--- config.mk ---
export PLATFORM = sky130hd
export DESIGN_NAME = uart_command_frame_receiver_top
export DESIGN_NICKNAME = d
export VERILOG_FILES = /design/src/rtl/ucfr_pkg.sv /design/src/rtl/ucfr_in_stage.sv /design/src/rtl/ucfr_parser.sv /design/src/rtl/ucfr_out_stage.sv /design/src/rtl/uart_command_frame_receiver_top.sv
export SDC_FILE = /design/constraint.sdc
export NUM_CORES = 1
export LEC_CHECK = 0
export ABC_AREA = 1
export BUFFER_PORTS_ARGS = -buffer_cell sky130_fd_sc_hd__buf_2
export CORE_ASPECT_RATIO = 1.1
export CORE_MARGIN = 2
export CORE_UTILIZATION = 35
export CTS_CLUSTER_SIZE = 20
export DETAILED_ROUTE_END_ITERATION = 16
export PLACE_DENSITY_LB_ADDON = 0.05
export SYNTH_ARGS = -nofsm -noshare
export SYNTH_HDL_FRONTEND = slang
export SYNTH_HIERARCHICAL = 1
export SYNTH_SLANG_ARGS = --single-unit
--- constraint.sdc ---
create_clock -name clk -period 10.6 [get_ports clk]
set_input_delay 1.06 -clock clk [delete_from_list [all_inputs] [get_ports clk]]
set_output_delay 1.06 -clock clk [all_outputs]
set_load 0.03 [all_outputs]
--- src/rtl/ucfr_pkg.sv ---
`default_nettype none

package ucfr_pkg;

	// Receive buffer size in bytes; a frame of header, payload and CRC must fit.
	localparam int BUFFER_BYTES = 64;
	// Frame byte counter width: the last byte of a fitting frame has index BUFFER_BYTES - 1.
	localparam int CNT_W = $clog2(BUFFER_BYTES);

	localparam logic [7:0]  SYNC_FIRST  = 8'hAA;
	localparam logic [7:0]  SYNC_SECOND = 8'h55;
	localparam logic [15:0] CRC_POLY    = 16'h1021;
	localparam logic [15:0] CRC_INIT    = 16'hFFFF;
	localparam logic [15:0] CRC_TOP     = 16'h8000;

	localparam int HEADER_BYTES  = 5;
	localparam int TRAILER_BYTES = 2;
	localparam int KEPT_BYTES    = 12;
	localparam int NUM_WORDS     = KEPT_BYTES / 4;

	// Byte positions inside the frame header.
	localparam logic [CNT_W-1:0] POS_SYNC1   = CNT_W'(0);
	localparam logic [CNT_W-1:0] POS_SYNC2   = CNT_W'(1);
	localparam logic [CNT_W-1:0] POS_COMMAND = CNT_W'(2);
	localparam logic [CNT_W-1:0] POS_LEN_HI  = CNT_W'(3);
	localparam logic [CNT_W-1:0] POS_LEN_LO  = CNT_W'(4);

	// Packed result width and its byte-padded bus width.
	localparam int RES_W  = 2 + 8 + 16 + 32 * NUM_WORDS;
	localparam int DATA_W = ((RES_W + 7) / 8) * 8;

	typedef enum logic [1:0] {
		STATUS_OK       = 2'd0,
		STATUS_BAD_SYNC = 2'd1,
		STATUS_BAD_CRC  = 2'd2,
		STATUS_TOO_LONG = 2'd3
	} status_t;

	// One frame report; the last field (status) sits in the lowest bits when packed.
	typedef struct packed {
		logic [31:0] word_c;
		logic [31:0] word_b;
		logic [31:0] word_a;
		logic [15:0] payload_len;
		logic [7:0]  command;
		status_t     status;
	} result_t;

	// CRC-16/CCITT-FALSE update with one byte, MSB first.
	function automatic logic [15:0] crc_byte(input logic [15:0] crc_in, input logic [7:0] b);
		logic [15:0] c;
		c = crc_in ^ {b, 8'h00};
		for (int k = 0; k < 8; k++) begin
			if ((c & CRC_TOP) != 16'h0000) begin
				c = {c[14:0], 1'b0} ^ CRC_POLY;
			end else begin
				c = {c[14:0], 1'b0};
			end
		end
		return c;
	endfunction

endpackage

`default_nettype wire

--- src/rtl/ucfr_in_stage.sv ---
`default_nettype none

module ucfr_in_stage
	import ucfr_pkg::*;
(
	input  wire logic       clk,
	input  wire logic       arst_n,
	input  wire logic       s_tvalid,
	output logic            s_tready,
	input  wire logic [7:0] s_tdata,   // rx_byte [7:0]
	input  wire logic       advance,
	output logic            valid_s1,
	output logic [7:0]      byte_s1
);

	logic valid_q;

	// The register takes a new byte whenever it is empty or its byte moves on.
	assign s_tready = !valid_q || advance;
	assign valid_s1 = valid_q;

	always_ff @(posedge clk or negedge arst_n) begin
		if (!arst_n) begin
			valid_q <= 1'b0;
		end else if (s_tready) begin
			valid_q <= s_tvalid;
		end
	end

	// Payload register, no reset needed.
	always_ff @(posedge clk) begin
		if (s_tready && s_tvalid) begin
			byte_s1 <= s_tdata;
		end
	end

endmodule

`default_nettype wire

--- src/rtl/ucfr_parser.sv ---
`default_nettype none

module ucfr_parser
	import ucfr_pkg::*;
(
	input  wire logic       clk,
	input  wire logic       arst_n,
	input  wire logic       fire,
	input  wire logic [7:0] rx_byte,
	output logic            res_valid,
	output result_t         res
);

	logic [CNT_W-1:0]           count_q, count_d;
	logic [15:0]                length_q, length_d;
	logic [15:0]                crc_q, crc_d;
	logic [7:0]                 command_q, command_d;
	logic                       sync_good_q, sync_good_d;
	logic [7:0]                 crc_hi_q, crc_hi_d;
	logic [NUM_WORDS-1:0][31:0] words_q, words_d;

	logic [15:0] crc_upd;
	logic [15:0] len_full;
	logic [16:0] frame_len;
	logic        too_long;
	logic [CNT_W-1:0] pos;
	logic [15:0] pos16;

	assign crc_upd   = crc_byte(crc_q, rx_byte);
	assign len_full  = {length_q[15:8], rx_byte};
	assign frame_len = {1'b0, len_full} + 17'(HEADER_BYTES + TRAILER_BYTES);
	assign too_long  = frame_len > 17'(BUFFER_BYTES);
	assign pos       = count_q - CNT_W'(HEADER_BYTES);
	assign pos16     = {{(16 - CNT_W){1'b0}}, pos};

	// Next state and the report for one byte.
	always_comb begin
		count_d     = count_q;
		length_d    = length_q;
		crc_d       = crc_q;
		command_d   = command_q;
		sync_good_d = sync_good_q;
		crc_hi_d    = crc_hi_q;
		words_d     = words_q;
		res_valid   = 1'b0;
		res.status      = STATUS_OK;
		res.command     = command_q;
		res.payload_len = length_q;
		res.word_a      = words_q[0];
		res.word_b      = words_q[1];
		res.word_c      = words_q[2];

		unique case (count_q)
			POS_SYNC1: begin
				// Hunt for the first sync byte.
				if (rx_byte == SYNC_FIRST) begin
					crc_d   = crc_byte(CRC_INIT, rx_byte);
					words_d = '0;
					count_d = POS_SYNC2;
				end
			end
			POS_SYNC2: begin
				sync_good_d = (rx_byte == SYNC_SECOND);
				crc_d       = crc_upd;
				count_d     = POS_COMMAND;
			end
			POS_COMMAND: begin
				command_d = rx_byte;
				crc_d     = crc_upd;
				count_d   = POS_LEN_HI;
			end
			POS_LEN_HI: begin
				length_d = {rx_byte, 8'h00};
				crc_d    = crc_upd;
				count_d  = POS_LEN_LO;
			end
			POS_LEN_LO: begin
				// A frame that cannot fit is reported at once and dropped.
				length_d = len_full;
				crc_d    = crc_upd;
				if (too_long) begin
					count_d         = POS_SYNC1;
					res_valid       = 1'b1;
					res.status      = STATUS_TOO_LONG;
					res.payload_len = len_full;
					res.word_a      = '0;
					res.word_b      = '0;
					res.word_c      = '0;
				end else begin
					count_d = count_q + CNT_W'(1);
				end
			end
			default: begin
				if (pos16 < length_q) begin
					// Payload byte: keep the first twelve, big-endian.
					for (int k = 0; k < KEPT_BYTES; k++) begin
						if (pos16 == 16'(k)) begin
							words_d[k / 4][8 * (3 - (k % 4)) +: 8] =
								words_q[k / 4][8 * (3 - (k % 4)) +: 8] | rx_byte;
						end
					end
					crc_d   = crc_upd;
					count_d = count_q + CNT_W'(1);
				end else if (pos16 == length_q) begin
					crc_hi_d = rx_byte;
					count_d  = count_q + CNT_W'(1);
				end else begin
					// Last CRC byte closes the frame.
					count_d   = POS_SYNC1;
					res_valid = 1'b1;
					if (!sync_good_q) begin
						res.status = STATUS_BAD_SYNC;
					end else if ({crc_hi_q, rx_byte} != crc_q) begin
						res.status = STATUS_BAD_CRC;
					end else begin
						res.status = STATUS_OK;
					end
				end
			end
		endcase
	end

	// Frame state registers.
	always_ff @(posedge clk or negedge arst_n) begin
		if (!arst_n) begin
			count_q     <= POS_SYNC1;
			length_q    <= '0;
			crc_q       <= CRC_INIT;
			command_q   <= '0;
			sync_good_q <= 1'b0;
			crc_hi_q    <= '0;
			words_q     <= '0;
		end else if (fire) begin
			count_q     <= count_d;
			length_q    <= length_d;
			crc_q       <= crc_d;
			command_q   <= command_d;
			sync_good_q <= sync_good_d;
			crc_hi_q    <= crc_hi_d;
			words_q     <= words_d;
		end
	end

	// A report always sends the counter back to hunting.
	a_report_restarts: assert property (@(posedge clk) disable iff (!arst_n)
		fire && res_valid |=> count_q == POS_SYNC1)
		else $error("frame report did not restart the sync hunt");

	// A found sync byte clears the kept payload words.
	a_sync_clears: assert property (@(posedge clk) disable iff (!arst_n)
		fire && count_q == POS_SYNC1 && rx_byte == SYNC_FIRST |=> words_q == '0)
		else $error("payload words not cleared at frame start");

	// Past the header, the accepted frame always fits the buffer.
	a_fits: assert property (@(posedge clk) disable iff (!arst_n)
		count_q > POS_LEN_LO |->
		({1'b0, length_q} + 17'(HEADER_BYTES + TRAILER_BYTES)) <= 17'(BUFFER_BYTES))
		else $error("payload collected for a frame that does not fit");

endmodule

`default_nettype wire

--- src/rtl/ucfr_out_stage.sv ---
`default_nettype none

module ucfr_out_stage
	import ucfr_pkg::*;
(
	input  wire logic     clk,
	input  wire logic     arst_n,
	input  wire logic     load,
	input  wire result_t  res,
	output logic          advance,
	output logic          m_tvalid,
	input  wire logic     m_tready,
	output logic [DATA_W-1:0] m_tdata
);

	logic    valid_q;
	result_t res_q;

	// The stage moves when the result register is empty or being drained.
	assign advance  = !valid_q || m_tready;
	assign m_tvalid = valid_q;
	assign m_tdata  = {{(DATA_W - RES_W){1'b0}}, res_q};

	always_ff @(posedge clk or negedge arst_n) begin
		if (!arst_n) begin
			valid_q <= 1'b0;
		end else if (advance) begin
			valid_q <= load;
		end
	end

	always_ff @(posedge clk) begin
		if (advance && load) begin
			res_q <= res;
		end
	end

endmodule

`default_nettype wire

--- src/rtl/uart_command_frame_receiver_top.sv ---
`default_nettype none

// Frame receiver for a byte stream: sync 0xAA 0x55, command, 16-bit big-endian
// length, payload and a CRC-16/CCITT-FALSE over everything before the CRC.
// Input channel s_*: one received byte per transaction in s_tdata[7:0].
// Output channel m_*: one report per finished or dropped frame. A frame whose
// header, payload and CRC exceed BUFFER_BYTES is reported as too long right
// after its length bytes, with zero words, and hunting restarts.
// A report reaches m_tvalid through the input register and then the result
// register after the last byte of its frame is accepted.
// Throughput: one byte per cycle while the result side can move; the byte-wide
// CRC update sits in the single logic stage between the two registers.
// Reset clears both valid flags and the frame state; the block then hunts for
// the first sync byte with the CRC at 0xFFFF.
// When m_tready is low with a report waiting, the input register still holds
// one further byte; after that s_tready drops until the report is taken.
module uart_command_frame_receiver_top
	import ucfr_pkg::*;
(
	input  wire logic              clk,
	input  wire logic              arst_n,
	input  wire logic              s_tvalid,
	output logic                   s_tready,
	input  wire logic [7:0]        s_tdata,   // rx_byte [7:0]
	output logic                   m_tvalid,
	input  wire logic              m_tready,
	output logic [DATA_W-1:0]      m_tdata    // status [1:0], command [9:2],
	                                          // payload_len [25:10], word_a [57:26],
	                                          // word_b [89:58], word_c [121:90]
);

	logic       advance;
	logic       valid_s1;
	logic [7:0] byte_s1;
	logic       fire;
	logic       res_valid;
	result_t    res;

	// A byte in the input register is processed once the result side can move.
	assign fire = valid_s1 && advance;

	ucfr_in_stage u_in (
		.clk      (clk),
		.arst_n   (arst_n),
		.s_tvalid (s_tvalid),
		.s_tready (s_tready),
		.s_tdata  (s_tdata),
		.advance  (advance),
		.valid_s1 (valid_s1),
		.byte_s1  (byte_s1)
	);

	ucfr_parser u_parser (
		.clk       (clk),
		.arst_n    (arst_n),
		.fire      (fire),
		.rx_byte   (byte_s1),
		.res_valid (res_valid),
		.res       (res)
	);

	ucfr_out_stage u_out (
		.clk      (clk),
		.arst_n   (arst_n),
		.load     (fire && res_valid),
		.res      (res),
		.advance  (advance),
		.m_tvalid (m_tvalid),
		.m_tready (m_tready),
		.m_tdata  (m_tdata)
	);

endmodule

`default_nettype wire
**Word level (Yosys, flattened, before mapping)**

Cells that the tools add are included.

- Bits in registers: 283
- Input bits: 12
- Output and inout port bits: 130
- Logic and storage cells: 200

- Add/sub/neg operators: 3
- $lt $le $gt $ge: 2
- Eq/ne operators: 20
- Mux-type cells: 66
- Bitwise operators: 34
- Reductions and logical operators: 47

Operators by type and width:

| kind | count |
|---|---|
| $mux 16 | 16 |
| $mux 112 | 2 |
| $mux 13 | 16 |
| $mux 96 | 2 |
| $pmux 96 s2 | 1 |
| $mux 8 | 12 |
| $or 8x8->8 | 12 |
| $pmux 16 s2 | 2 |
| $reduce_and 5->1 | 12 |
| $not 3->3 | 16 |
| $eq 6x3->1 const B | 5 |
| $pmux 6 s5 | 1 |
| $reduce_bool 2->1 | 14 |
| $eq 6x2->1 const B | 4 |
| $eq 6x4->1 const B | 4 |
| $mux 6 | 4 |
| $add 16x3->17 const B | 1 |
| $gt 17x7->1 const B | 1 |
| $eq 6x16->1 | 1 |
| $logic_not 16->1 | 1 |
| $lt 6x16->1 | 1 |
| $ne 16x16->1 | 1 |
| $not 16->16 | 1 |
| $xor 16x16->16 | 1 |
| 21 further kinds | 41 |

**Longest topological paths before layout**

Gate-level depths: netlist of run 1.

- Depth after elaboration: 33
- Gate-level depth with buffers: 20
- Gate-level depth less buffers: 19

**Cells and area by module**

The synthesis of run 1 kept the hierarchy.

Modules (own cells, without submodules):

| module | instances | cells an instance | area an instance (sq um) | seq. area each (sq um) |
|---|---|---|---|---|
| ucfr_parser | 1 | 1138 | 9629.2 | 3798.6 |
| ucfr_out_stage | 1 | 135 | 3757.4 | 3688.5 |
| ucfr_in_stage | 1 | 14 | 285.3 | 265.3 |
| uart_command_frame_receiver_top | 1 | 4 | 17.5 | 0.0 |

**Least setup slack after synthesis of run 1**

No wires, ideal clock.

- Path kind: reg-to-reg
- Start: register u_parser.count_q[0]
- End: register u_out.res_q, in the netlist u_out/m_tdata[0] (enable)
- Library setup time: 643 ps
- Arrival: 8193 ps
- Required time: 9957 ps
- Setup slack: 1764 ps
- Cell stages (with the launch flop): 20
- Buffers on the path: 0
- Period minus slack after synthesis: 8836 ps
- Cell sequence: dfrtp_1 -> inv_1 -> a21oi_2 -> xor2_1 -> inv_1 -> ha_1 -> nand2_1 -> inv_1 -> nand2_1 -> o211ai_1 -> nand2_1 -> nand2_1 -> nand3b_1 -> inv_1 -> nand2_1 -> nand2_1 -> inv_1 -> nor2_2 -> inv_1 -> a21oi_1

- Longest elaborated chain between the ends: 7
- Elaborated cells between the ends (all ways): 14
- Those cells by class: 1 x add/sub; 1 x order compare; 5 x eq/ne; 3 x mux; 4 x reduce/logical

Ends and longest elaborated chain:

| what | line | source |
|---|---|---|
| from (decl) | ucfr_parser.sv:14 | `logic [CNT_W-1:0] count_q, count_d;` |
| from (signal assigned) | ucfr_parser.sv:134 | `count_q <= count_d;` |
| parallel branches: the longest is 4 deep, another holds $lt 6x16->1 | n/a |  |
| $pmux 1 s2 * | ucfr_parser.sv:53 | `unique case (count_q)` |
| net res_valid | uart_command_frame_receiver_top.sv:36 | `logic res_valid;` |
| $logic_and 1x1->1 * | uart_command_frame_receiver_top.sv:65 | `.load (fire && res_valid),` |
| $logic_and 1x1->1 * | ucfr_out_stage.sv:33 | `if (advance && load) begin` |
| to (signal assigned) | ucfr_out_stage.sv:34 | `res_q <= res;` |
| to (decl) | ucfr_out_stage.sv:17 | `result_t res_q;` |

Mark *: on every way through the listed nets, which the timed path passes.
A chain may end at the register's enable or synchronous reset.

**Final worst setup path of run 1**

- Start: register u_in.byte_s1[6]
- End: register u_out.res_q, in the netlist u_out/m_tdata[53] (enable)

- Longest elaborated chain between the ends: 6

Ends and longest elaborated chain:

| what | line | source |
|---|---|---|
| from (decl) | ucfr_in_stage.sv:13 | `output logic [7:0] byte_s1` |
| from (signal assigned) | ucfr_in_stage.sv:33 | `byte_s1 <= s_tdata;` |
| $add 16x3->17 | ucfr_parser.sv:31 | `assign frame_len = {1'b0, len_full} + 17'(HEADER_BYTES + TRAILER_BYTES);` |
| $gt 17x7->1 | ucfr_parser.sv:32 | `assign too_long = frame_len > 17'(BUFFER_BYTES);` |
| $mux 1 | ucfr_parser.sv:81 | `if (too_long) begin` |
| $pmux 1 s2 | ucfr_parser.sv:53 |  |
| net res_valid | uart_command_frame_receiver_top.sv:36 |  |
| $logic_and 1x1->1 | uart_command_frame_receiver_top.sv:65 |  |
| $logic_and 1x1->1 | ucfr_out_stage.sv:33 |  |

The timed path passes the listed nets, and every way through them passes these cells.

==> impl_results.md, run 1 <==
- Antenna-violating nets left: 0
- CTS tree: yes
- Sum Neg Setup Slack: 0 ns
- Die area: about 0.04 mm2
- Num CTS Buffers: 34
- Hold_sp: u_parser/command_q[4]$_DFFE_PN0P_
- VDD IR max: 0.000133 V
- Fmax: between 0.2 and 0.25 GHz
- Yosys top cell by area: edfxtp_1
- # clock sinks: around 280
- Resized Gates After CTS: 0
- Clock transition at path regs: roughly 0.060 ns
- Root Buffer: clkbuf_16
- Worst EP required: ~11 ns
- Final WL: between 30 and 40 mm
- Clock latency on the worst-skew pair: between 0.5 and 0.6 ns
- Grt ovf: 0
- R2R Path End: u_out/m_tdata[53]$_DFFE_PP_
- RSZ-0062 raised after global routing: no
- Layout cell share with drive strength beyond 1: approximately 24%
- Final min period: approximately 4.8 ns
- Final Net Count: about 1,400
- CP max stage delay: approximately 0.9 ns
- Worst Setup Start Kind: flip-flop
- Synth Register Bits: approximately 280
- Final Cycle Share: around 46%
- Distinct cells, synth: 48
- Setup violation total in the final timing report: 0
- Synth area leaders: edfxtp_1 (29%), dfrtp_1 (25%), nor2_4 (7.7%)
- Die W: 193 um
- Combinational share of power: between 30% and 40%
- Final Max Slew Viols: 0
- Largest net degree at the start of global routing: between 100 and 150
- Clock power share: roughly a quarter
- Fill cells: between 3,000 and 4,000
- PwrDens: ~270 mW/mm2
- Commonest non-fill, non-tap cell in the layout: nand2_1
- Clock Skews: about 0.017 ns
- Final Power: approximately 4.2 mW
- Final hold vios: 0
- Antenna Cells: 0
- Synth Area per Inst: 10.6 um2
- Hold Buf Count CTS: 0
- Setup CP Type: reg -> reg
- Buf/Inv on CP: 5
- Yosys warns: 6
- Reg2Reg Setup Slack: 5.76 ns
- End of the worst hold path: u_out/m_tdata[6]$_DFFE_PP_
- Status: finished, final reports clean
- Initial Util: 35.7%
- Max-cap violations: 0
- First-pass GRT wire length: roughly 54 mm
- Area Growth Syn to Fin: 13.7%
- Slew @ Worst Pin: between 1 and 1.5 ns
- Switching portion of total power: roughly two fifths
- Pleak: roughly 6.7 nW
- Arrival time of the worst setup path: 4.99 ns
- Routed WL per cell: 18.1 um
- Hold path cells: 0
- Gpl congestion: a little over 0.8
- Min-Delay Path Class: reg -> reg
- CTS H-tree lvls: 2
- Worst reg2reg path depth: 14
- Synth Cell Area: between 0.01 and 0.015 mm2
- GRT Util Overall: approximately 18%
- Pint: about 2.6 mW
- Standard-cell rows: 75
- Switching pwr: approximately 1.6 mW
- Slew headroom: a little over a fifth
- Vias in the first global route: ~9,100
- CORE AREA: 0.0384 mm2
- Most frequent cells in the layout: nand2_1 (207), inv_1 (157), dfrtp_1 (137), buf_2 (134), edfxtp_1 (130)
- I/O Pins: 142
- Placed cell count: around 1,900
- Max Root-Sink Buffers: 3
- Cells after Synth: 1,291
- Crit path cell chain: clkinv_1 -> nand2_1 -> nand2_1 -> nand3_1 -> a21oi_1 -> and2_4 -> nor2_4 -> inv_1 -> nand2_1 -> inv_1 -> nor2_2 -> inv_1 -> a21oi_4 -> buf_4
- CP max FO: between 60 and 70
- Vias/cell: 4.70
- Post-route DRC violation count: 0
- Register area share after synthesis: between 50% and 60%
- Final cell count without fillers: just under 2,000
- Initial antenna violation count: 0
- Yosys top cell area share: around 29%
- DR pass1 iterations: 5
- Setup crit end kind: flip-flop
- Vert. Die Dim: approximately 210 um
- Postcts setup bufs: 0
- PortBufs: roughly 140
- Vias post-DR: approximately 9,000
- Seq pwr share: about two fifths
- DP Wirelength: 22.0 mm
- Delay-heaviest family, CP: buffers and inverters
- Crit path max-delay cell type: clkinv_1
- R2R Path Start: u_in/byte_s1[6]$_DFFE_PP_
- 1st-iter DRT viols: 683
-- synth_stat cells, drive strengths merged --
| library cell | n |
|---|---|
| nand2 | 215 |
| nor2 | 191 |
| inv | 167 |
| dfrtp | 137 |
| edfxtp | 130 |
| nand3 | 76 |
| o21ai | 58 |
| buf | 54 |
| a21boi | 44 |
| nand4 | 42 |
| o21a | 32 |
| clkbuf | 23 |
| xnor2 | 19 |
| xor2 | 19 |
| a21oi | 17 |
| dfstp | 16 |
| ha | 13 |
| o22ai | 9 |
| nor3 | 5 |
| a31oi | 4 |
| o211ai | 4 |
| nand3b | 3 |
| nor4 | 3 |
| mux2 | 2 |
| a22oi | 1 |
| and2 | 1 |
| clkinv | 1 |
| conb | 1 |
| o31ai | 1 |
| or2 | 1 |
| or3 | 1 |
| or4 | 1 |
-- registers in the layout, indices dropped and copies added, names as in the netlist, 6 cells and up --
name and cells:
u_out/m_tdata 122, u_parser/words_q 96, u_parser/crc_q 16, u_parser/length_q 16
u_in/byte_s1 8, u_parser/command_q 8, u_parser/crc_hi_q 8, u_parser/count_q 6
-- metrics by stage --
| step | instance area (um2) | utilization [%] | setup WS, ns | hold WS (ns) |
|---|---|---|---|---|
| detailed placement | 14500 | 37.8 | 5.76 | 0.445 |
| global placement | 14500 | 37.8 | 5.85 | 0.446 |
| CTS | 15600 | 40.6 | 5.74 | 0.458 |
| finish | 15600 | 40.6 | 5.76 | 0.451 |
| floorplan | 13700 | - | 1.76 | 0.425 |
| global route | 15600 | 40.6 | 5.38 | 0.464 |
-- cell families (layout without fill, tap and decap cells) --
group                    after synthesis  in the layout  share of synthesized area, %
multiplexers                           2              2                         0.165
adder cells (fa/ha/maj)               13             13                          1.19
buffers and inverters                245            374                          9.13
XOR/XNOR                              38             38                          2.43
AO/OA/AOI/OAI                        170            170                          7.92
flip-flops                           283            283                          56.6
AND/OR/NAND/NOR                      539            539                          22.5
other                                  1              6                        0.0274
-- power groups by stage --
stage                     combinational, mW  sequential [mW]  clock (mW)
after detailed placement               1.49             1.64           0
after CTS                              1.49             1.62        1.16
after global routing                   1.65             1.64        1.20
after global placement                 1.48             1.63           0
final                                  1.48             1.61        1.12
after floorplan                        1.14             1.69           0
-- metal layers --
layer,global-route usage [%],vias up,routed length (um)
li1,-,4417,-
met1,25.5,4383,16900
met2,27.6,201,16100
met3,2.65,38,1420
met4,4.11,0,515
met5,0,-,0
-- how the worst max path moves through the flow --
stage,to,cells past startpoint,slack [ns],start
finish,u_out/m_tdata[53]$_DFFE_PP_,14,5.76,u_in/byte_s1[6]$_DFFE_PP_
global route,u_out/m_tdata[53]$_DFFE_PP_,14,5.38,u_in/byte_s1[6]$_DFFE_PP_
CTS,u_out/m_tdata[64]$_DFFE_PP_,14,5.74,u_in/byte_s1[6]$_DFFE_PP_
detailed placement,u_out/m_tdata[47]$_DFFE_PP_,14,5.76,u_in/byte_s1[6]$_DFFE_PP_
global placement,u_out/m_tdata[37]$_DFFE_PP_,14,5.85,u_in/byte_s1[6]$_DFFE_PP_
floorplan,u_out/m_tdata[0]$_DFFE_PP_,19,1.76,u_parser/count_q[0]$_DFFE_PN0P_
-- area by class of cell --
cell class | count | area, um2 | share of cell area [%]
Sequential cell | 283 | 7750 | 49.8
Multi-Input combinational cell | 768 | 4720 | 30.3
Clock buffer | 45 | 953 | 6.12
Timing Repair Buffer | 145 | 769 | 4.94
Inverter | 168 | 633 | 4.07
Tap cell | 500 | 626 | 4.02
Clock inverter | 16 | 113 | 0.723
No activity file was read; power rests on OpenSTA's default activity.
==> run 2: changes to the inputs <==
clock period = 4.6 ns   (was 10.6 ns; I/O delays follow)
==> run 2 against run 1 <==
Effect of this change:
- global-route usage down 0.21 points
- design area up 1.7%
- register-to-register slack worse by 4.8 ns
- critical path depth down 2
- final cell count up 0.68%
- sequential share of layout area down 0.84 points
- largest power group unchanged
==> impl_results.md, run 2 (synthesized netlist as in run 1, its figures left out) <==
- Status: finished, final reports clean (unchanged)
- GRT Util Overall: 17.3% (was 17.6%)
- Initial antenna violation count: 0 (unchanged)
- Setup crit end kind: flip-flop (unchanged)
- Die area: 0.0407 mm2 (unchanged)
- Worst EP required: 5.05 ns (was 10.74 ns)
- Final Power: 10.0 mW (was 4.21 mW)
- Final WL: 34.5 mm (was 34.9 mm)
- Sum Neg Setup Slack: 0 ns (unchanged)
- Area Growth Syn to Fin: 15.7% (was 13.7%)
- Most frequent cells in the layout: nand2_1 (206), inv_1 (153), dfrtp_1 (136), buf_2 (134), edfxtp_1 (130) (was nand2_1 (207), inv_1 (157), dfrtp_1 (137), buf_2 (134), edfxtp_1 (130))
- Slew headroom: 37.6% (was 21.1%)
- Max Root-Sink Buffers: 3 (unchanged)
- Worst Setup Start Kind: flip-flop (unchanged)
- Worst reg2reg path depth: 12 (was 14)
- Final Max Slew Viols: 0 (unchanged)
- Buf/Inv on CP: 4 (was 5)
- Final Net Count: 1,437 (was 1,425)
- Final min period: 3.67 ns (was 4.84 ns)
- Crit path cell chain: inv_2 -> ha_1 -> nand3_4 -> inv_2 -> nand2_2 -> nand2_4 -> nor2_4 -> nand2_4 -> inv_4 -> nand2_4 -> buf_4 -> a21boi_1 (was clkinv_1 -> nand2_1 -> nand2_1 -> nand3_1 -> a21oi_1 -> and2_4 -> nor2_4 -> inv_1 -> nand2_1 -> inv_1 -> nor2_2 -> inv_1 -> a21oi_4 -> buf_4)
- CORE AREA: 0.0384 mm2 (unchanged)
- Largest net degree at the start of global routing: 154 (was 102)
- CTS tree: yes (unchanged)
- Grt ovf: 0 (unchanged)
- Vias in the first global route: 9,222 (was 9,055)
- Commonest non-fill, non-tap cell in the layout: nand2_1 (unchanged)
- Vias/cell: 4.68 (was 4.70)
- Post-route DRC violation count: 0 (unchanged)
- PortBufs: 135 (unchanged)
- Reg2Reg Setup Slack: 0.93 ns (was 5.76 ns)
- Dpl ws: 0.916 ns (was 5.76 ns)
- Vert. Die Dim: 211 um (unchanged)
- Setup violation total in the final timing report: 0 (unchanged)
- Vias post-DR: 9,074 (was 9,039)
- CP dominant cell by count: nand2_4
- VDD IR max: 0.000405 V (was 0.000133 V)
- PnR worst setup slack: 0.930 ns (was 5.76 ns)
- Fmax: 0.272 GHz (was 0.206 GHz)
- R2R Path Start: u_parser/count_q[0]$_DFFE_PN0P_ (was u_in/byte_s1[6]$_DFFE_PP_)
- Clock transition at path regs: 0.06 ns (about the same)
- DR pass1 iterations: 4 (was 5)
- Num CTS Buffers: 34 (unchanged)
- CP max stage delay: 0.51 ns (was 0.92 ns)
- Postcts setup bufs: 0 (unchanged)
- 1st-iter DRT viols: 559 (was 683)
- Root Buffer: clkbuf_16 (unchanged)
- Setup CP Type: reg -> reg (unchanged)
- # clock sinks: 283 (unchanged)
- Gpl congestion: 0.830 (was 0.808)
- R2R Path End: u_parser/words_q[90]$_DFFE_PN0P_ (was u_out/m_tdata[53]$_DFFE_PP_)
- Routed WL per cell: 17.8 um (was 18.1 um)
- CP max FO: 63 (was 62)
- Slew @ Worst Pin: 0.937 ns (was 1.18 ns)
- Largest register FFs: 122 (unchanged)
- First-pass GRT wire length: 53.8 mm (was 54.4 mm)
- I/O Pins: 142 (unchanged)
- Arrival time of the worst setup path: 4.12 ns (was 4.99 ns)
- RSZ-0062 raised after global routing: no (unchanged)
- Final Cycle Share: 79.8% (was 45.7%)
- PwrDens: 631 mW/mm2 (was 271 mW/mm2)
- Initial Util: 35.7% (unchanged)
- Standard-cell rows: 75 (unchanged)
- Antenna-violating nets left: 0 (unchanged)
- Resized Gates After CTS: 0 (unchanged)
- Clock latency on the worst-skew pair: 0.53 ns (was 0.52 ns)
- Layout cell share with drive strength beyond 1: 25.2% (was 24.2%)
- Pleak: 6.78 nW (was 6.66 nW)
- DP Wirelength: 22.4 mm (was 22.0 mm)
- Clock Skews: 0.0263 ns (was 0.0173 ns)
- Max-cap violations: 0 (unchanged)
- Hold Buf Count CTS: 0 (unchanged)
- Min-Delay Path Class: in -> async (was reg -> reg)
- Die W: 193 um (unchanged)
- CTS H-tree lvls: 2 (unchanged)
- Finished Cell Area: 0.0158 mm2 (was 0.0156 mm2)
- Delay-heaviest family, CP: simple AND/OR/NAND/NOR gates (was buffers and inverters)
- Antenna Cells: 0 (unchanged)
- Final hold vios: 0 (unchanged)
- Placed cell area: 0.0146 mm2 (was 0.0145 mm2)
- Crit path max-delay cell type: nand2_4 (was clkinv_1)
-- run 2: final cells by class --
class / count / area, um2
Sequential cell: 283 / 7750
Clock inverter: 15 / 253
Timing Repair Buffer: 157 / 897
Multi-Input combinational cell: 768 / 4720
Fill cell: 3742 / 22500
Clock buffer: 47 / 951
Inverter: 168 / 633
Tap cell: 500 / 626
-- run 2: worst reg2reg max path: stages (launching register included) --
cell and delay, ns:
dfrtp_2 0.47, inv_2 0.14, ha_1 0.29, nand3_4 0.40
inv_2 0.50, nand2_2 0.13, nand2_4 0.15, nor2_4 0.06
nand2_4 0.15, inv_4 0.06, nand2_4 0.51, buf_4 0.53
a21boi_1 0.21
-- run 2: where the power goes --
group / leakage [nW] / switching, mW / internal (mW)
Sequential: 3.21 / 0.301 / 3.39
Combinational: 2.99 / 2.32 / 1.12
Clock: 0.586 / 1.08 / 1.80
Total: 6.78 / 3.70 / 6.30
-- run 2: routing by layer --
layer  vias up  track usage, %  wire, um
li1       4446               -         -
met1      4390            24.2     16200
met2       185            28.0     16100
met3        53            2.67      1410
met4         0            4.97       773
met5         -               0         0
-- run 2: how the worst max path moves through the flow --
stage	start	to	slack (ns)	depth (start not counted)
floorplan	u_parser/count_q[1]$_DFFE_PN0P_	u_out/m_tdata[0]$_DFFE_PP_	-0.004	19
global placement	u_parser/count_q[0]$_DFFE_PN0P_	u_parser/words_q[89]$_DFFE_PN0P_	1.01	12
detailed placement	u_parser/count_q[0]$_DFFE_PN0P_	u_parser/words_q[94]$_DFFE_PN0P_	0.92	12
CTS	u_parser/count_q[0]$_DFFE_PN0P_	u_parser/words_q[94]$_DFFE_PN0P_	0.92	12
global route	u_parser/count_q[1]$_DFFE_PN0P_	u_parser/words_q[90]$_DFFE_PN0P_	0.58	17
finish	u_parser/count_q[0]$_DFFE_PN0P_	u_parser/words_q[90]$_DFFE_PN0P_	0.93	12
-- run 2: metrics by stage --
step	hold WS (ns)	utilization, %	std cells
after global routing	0.0950	41.3	1938
after global placement	0.434	38.1	1876
after CTS	0.0935	41.3	1938
after detailed placement	0.440	38.1	1876
after floorplan	0.164	-	1296
final	0.0648	41.3	1938
==> run 3: changes to the inputs <==
clock period = 3.1 ns   (was 4.6 ns; I/O delays follow)
==> run 3 against run 2 <==
Effect of this change:
- register-to-register slack got worse by 0.84 ns
- clock power rose by 33%
- die area did not move
- power rose by 49%
- count of clock-buffer cells in the layout rose by 3
- design area rose by 4.1%
- non-clock buffer count rose by 63
- largest power group is now combinational logic
==> impl_results.md, run 3 (synthesized netlist as in run 1, its figures left out) <==
- Seq pwr share: 36.5% (was 36.9%)
- Layout cell share with drive strength beyond 1: 28.1% (was 25.2%)
- Most frequent cells in the layout: nand2_1 (203), inv_1 (151), dfrtp_1 (136), buf_2 (134), edfxtp_1 (130) (was nand2_1 (206), inv_1 (153), dfrtp_1 (136), buf_2 (134), edfxtp_1 (130))
- Routed WL per cell: 17.8 um (about the same)
- Antenna-violating nets left: 0 (unchanged)
- Antenna Cells: 0 (unchanged)
- Setup crit end kind: flip-flop (unchanged)
- PwrDens: 906 mW/mm2 (was 631 mW/mm2)
- Sum Neg Setup Slack: 0 ns (unchanged)
- PortBufs: 135 (unchanged)
- VDD IR max: 0.000385 V (was 0.000405 V)
- Slew @ Worst Pin: 0.749 ns (was 0.937 ns)
- CTS tree: yes (unchanged)
- Gpl congestion: 0.783 (was 0.830)
- Combinational share of power: 37.9% (was 34.3%)
- Commonest non-fill, non-tap cell in the layout: nand2_1 (unchanged)
- Post-route DRC violation count: 0 (unchanged)
- Final WL: 35.6 mm (was 34.5 mm)
- Pleak: 7.10 nW (was 6.78 nW)
- Die W: 193 um (unchanged)
- Switching portion of total power: 37.2% (was 37.0%)
- Root Buffer: clkbuf_16 (unchanged)
- Multi-input logic area: 0.00478 mm2 (was 0.00472 mm2)
- Final min period: 3.01 ns (was 3.67 ns)
- Standard-cell rows: 75 (unchanged)
- Clock transition at path regs: 0.06 ns (about the same)
- Vias/cell: 4.65 (was 4.68)
- Slew headroom: 50.1% (was 37.6%)
- Largest net degree at the start of global routing: 74 (was 154)
- Area Growth Syn to Fin: 20.5% (was 15.7%)
- Final Max Slew Viols: 0 (unchanged)
- Setup violation total in the final timing report: 0 (unchanged)
- Final Net Count: 1,500 (was 1,437)
- CP max FO: 8 (was 63)
- Clock Skews: 0.0231 ns (was 0.0263 ns)
- Max Root-Sink Buffers: 3 (unchanged)
- First-pass GRT wire length: 53.9 mm (was 53.8 mm)
- Vias in the first global route: 9,107 (was 9,222)
- Initial Util: 35.7% (unchanged)
- CTS H-tree lvls: 2 (unchanged)
- RSZ-0062 raised after global routing: yes (was no)
- I/O Pins: 142 (unchanged)
- Fmax: 0.332 GHz (was 0.272 GHz)
- Register area: 0.00775 mm2 (unchanged)
- Die area: 0.0407 mm2 (unchanged)
- Vert. Die Dim: 211 um (unchanged)
- GRT Util Overall: 17.5% (was 17.3%)
- Grt ovf: 0 (unchanged)
- Worst Setup Start Kind: flip-flop (unchanged)
- Min-Delay Path Class: in -> reg (was in -> async)
- Max-cap violations: 0 (unchanged)
- Switching pwr: 5.56 mW (was 3.70 mW)
- Num CTS Buffers: 34 (unchanged)
- Clock power share: 25.6% (was 28.8%)
- Initial antenna violation count: 0 (unchanged)
- Setup CP Type: reg -> reg (unchanged)
- CORE AREA: 0.0384 mm2 (unchanged)
- Final Core Density: 43.0% (was 41.3%)
- Status: finished, final reports clean (unchanged)
- Fill cells: 3,734 (was 3,742)
- 1st-iter DRT viols: 555 (was 559)
- DR pass1 iterations: 5 (was 4)
- Pint: 9.38 mW (was 6.30 mW)
- Final hold vios: 0 (unchanged)
- Vias post-DR: 9,314 (was 9,074)
- Worst EP required: 3.33 ns (was 5.05 ns)
- # clock sinks: 283 (unchanged)
- Largest register FFs: 122 (unchanged)
- Clock latency on the worst-skew pair: 0.52 ns (was 0.53 ns)
- Final Cycle Share: 97.1% (was 79.8%)
- DP Wirelength: 23.4 mm (was 22.4 mm)
- Arrival time of the worst setup path: 3.24 ns (was 4.12 ns)
-- run 3: cell types whose count changed in the layout (fill, tap and decap cells not counted), sizes merged --
cell,delta
clkinvlp,+2
buf,+48
bufinv,-5
clkbuf,+8
dlygate4sd3,+10
-- run 3: power groups by stage --
stage | sequential, mW | clock (mW) | combinational [mW]
3_3_place_gp | 5.53 | 0 | 5.46
4_1_cts | 5.47 | 3.95 | 5.50
3_5_place_dp | 5.54 | 0 | 5.46
5_1_grt | 5.56 | 4.11 | 6.29
2_1_floorplan | 5.73 | 0 | 3.91
6_report | 5.46 | 3.82 | 5.67
-- run 3: final timing paths --
kind                                              startpoint                                end  slack, ns  cells after the start
max                          u_parser/count_q[0]$_DFFE_PN0P_        u_out/m_tdata[36]$_DFFE_PP_       0.09                     21
min                                                 m_tready         u_out/m_tvalid$_DFFE_PN0P_       0.14                      4
max reg2reg                  u_parser/count_q[0]$_DFFE_PN0P_        u_out/m_tdata[36]$_DFFE_PP_       0.09                     21
min reg2reg                u_parser/command_q[5]$_DFFE_PN0P_         u_out/m_tdata[7]$_DFFE_PP_       0.45                      0
max in group asynchronous                             arst_n      u_parser/crc_q[6]$_DFFE_PN1P_       1.85                      3
min in group asynchronous                             arst_n  u_parser/length_q[12]$_DFFE_PN0P_       0.30                      2
-- run 3: what timing repair did --
action,in CTS,in global routing
hold endpoints to repair,50,0
pin swaps,2,5
buffers inserted,0,9
resized for setup,2,19
hold buffers,10,0
endpoints found under the setup margin,50,138
gates cloned,0,7
-- run 3: metal layers --
layer | up-vias | routed length (um) | global-route usage [%] | part of all wire, %
met5 | - | 0 | 0 | 0
met4 | 0 | 600 | 4.45 | 1.7
met3 | 40 | 1650 | 2.98 | 4.6
met2 | 212 | 16600 | 27.7 | 46
met1 | 4493 | 16800 | 24.8 | 47
li1 | 4569 | - | - | -
-- run 3: cell type report --
class | instances | area share [%]
flip-flops and latches | 283 | 47.0
multi-input cells | 768 | 29.0
repair buffers | 220 | 9.92
clock buffers | 50 | 5.91
inverters | 168 | 3.84
well taps | 500 | 3.79
clock inverters | 12 | 0.554
-- run 3: worst max-delay path, stage by stage (launching register included) --
cell,delay [ns]
dfrtp_2,0.40
inv_2,0.09
ha_2,0.22
xnor2_1,0.10
ha_1,0.30
nand2_2,0.05
inv_2,0.06
nand2_2,0.05
o211ai_1,0.20
nand2_1,0.09
nand2_2,0.07
nand3b_1,0.10
inv_2,0.08
nand2_2,0.05
nand2_1,0.05
inv_1,0.04
nor2_2,0.10
inv_2,0.05
a21oi_4,0.16
buf_12,0.14
buf_12,0.14
clkbuf_16,0.16
-- run 3: through the flow --
step / setup WS [ns] / hold WS (ns) / std cells / cell area (um2) / total power [mW]
after global placement: 0.0302 / 0.299 / 1913 / 15000 / 11.0
final: 0.0885 / 0.141 / 2001 / 16500 / 14.9
after CTS: 0.00359 / 0.131 / 1985 / 16200 / 14.9
after floorplan: -1.50 / 0.0144 / 1296 / 13700 / 9.65
after global routing: -0.163 / 0.174 / 2001 / 16500 / 16.0
after detailed placement: -0.00463 / 0.306 / 1913 / 15000 / 11.0
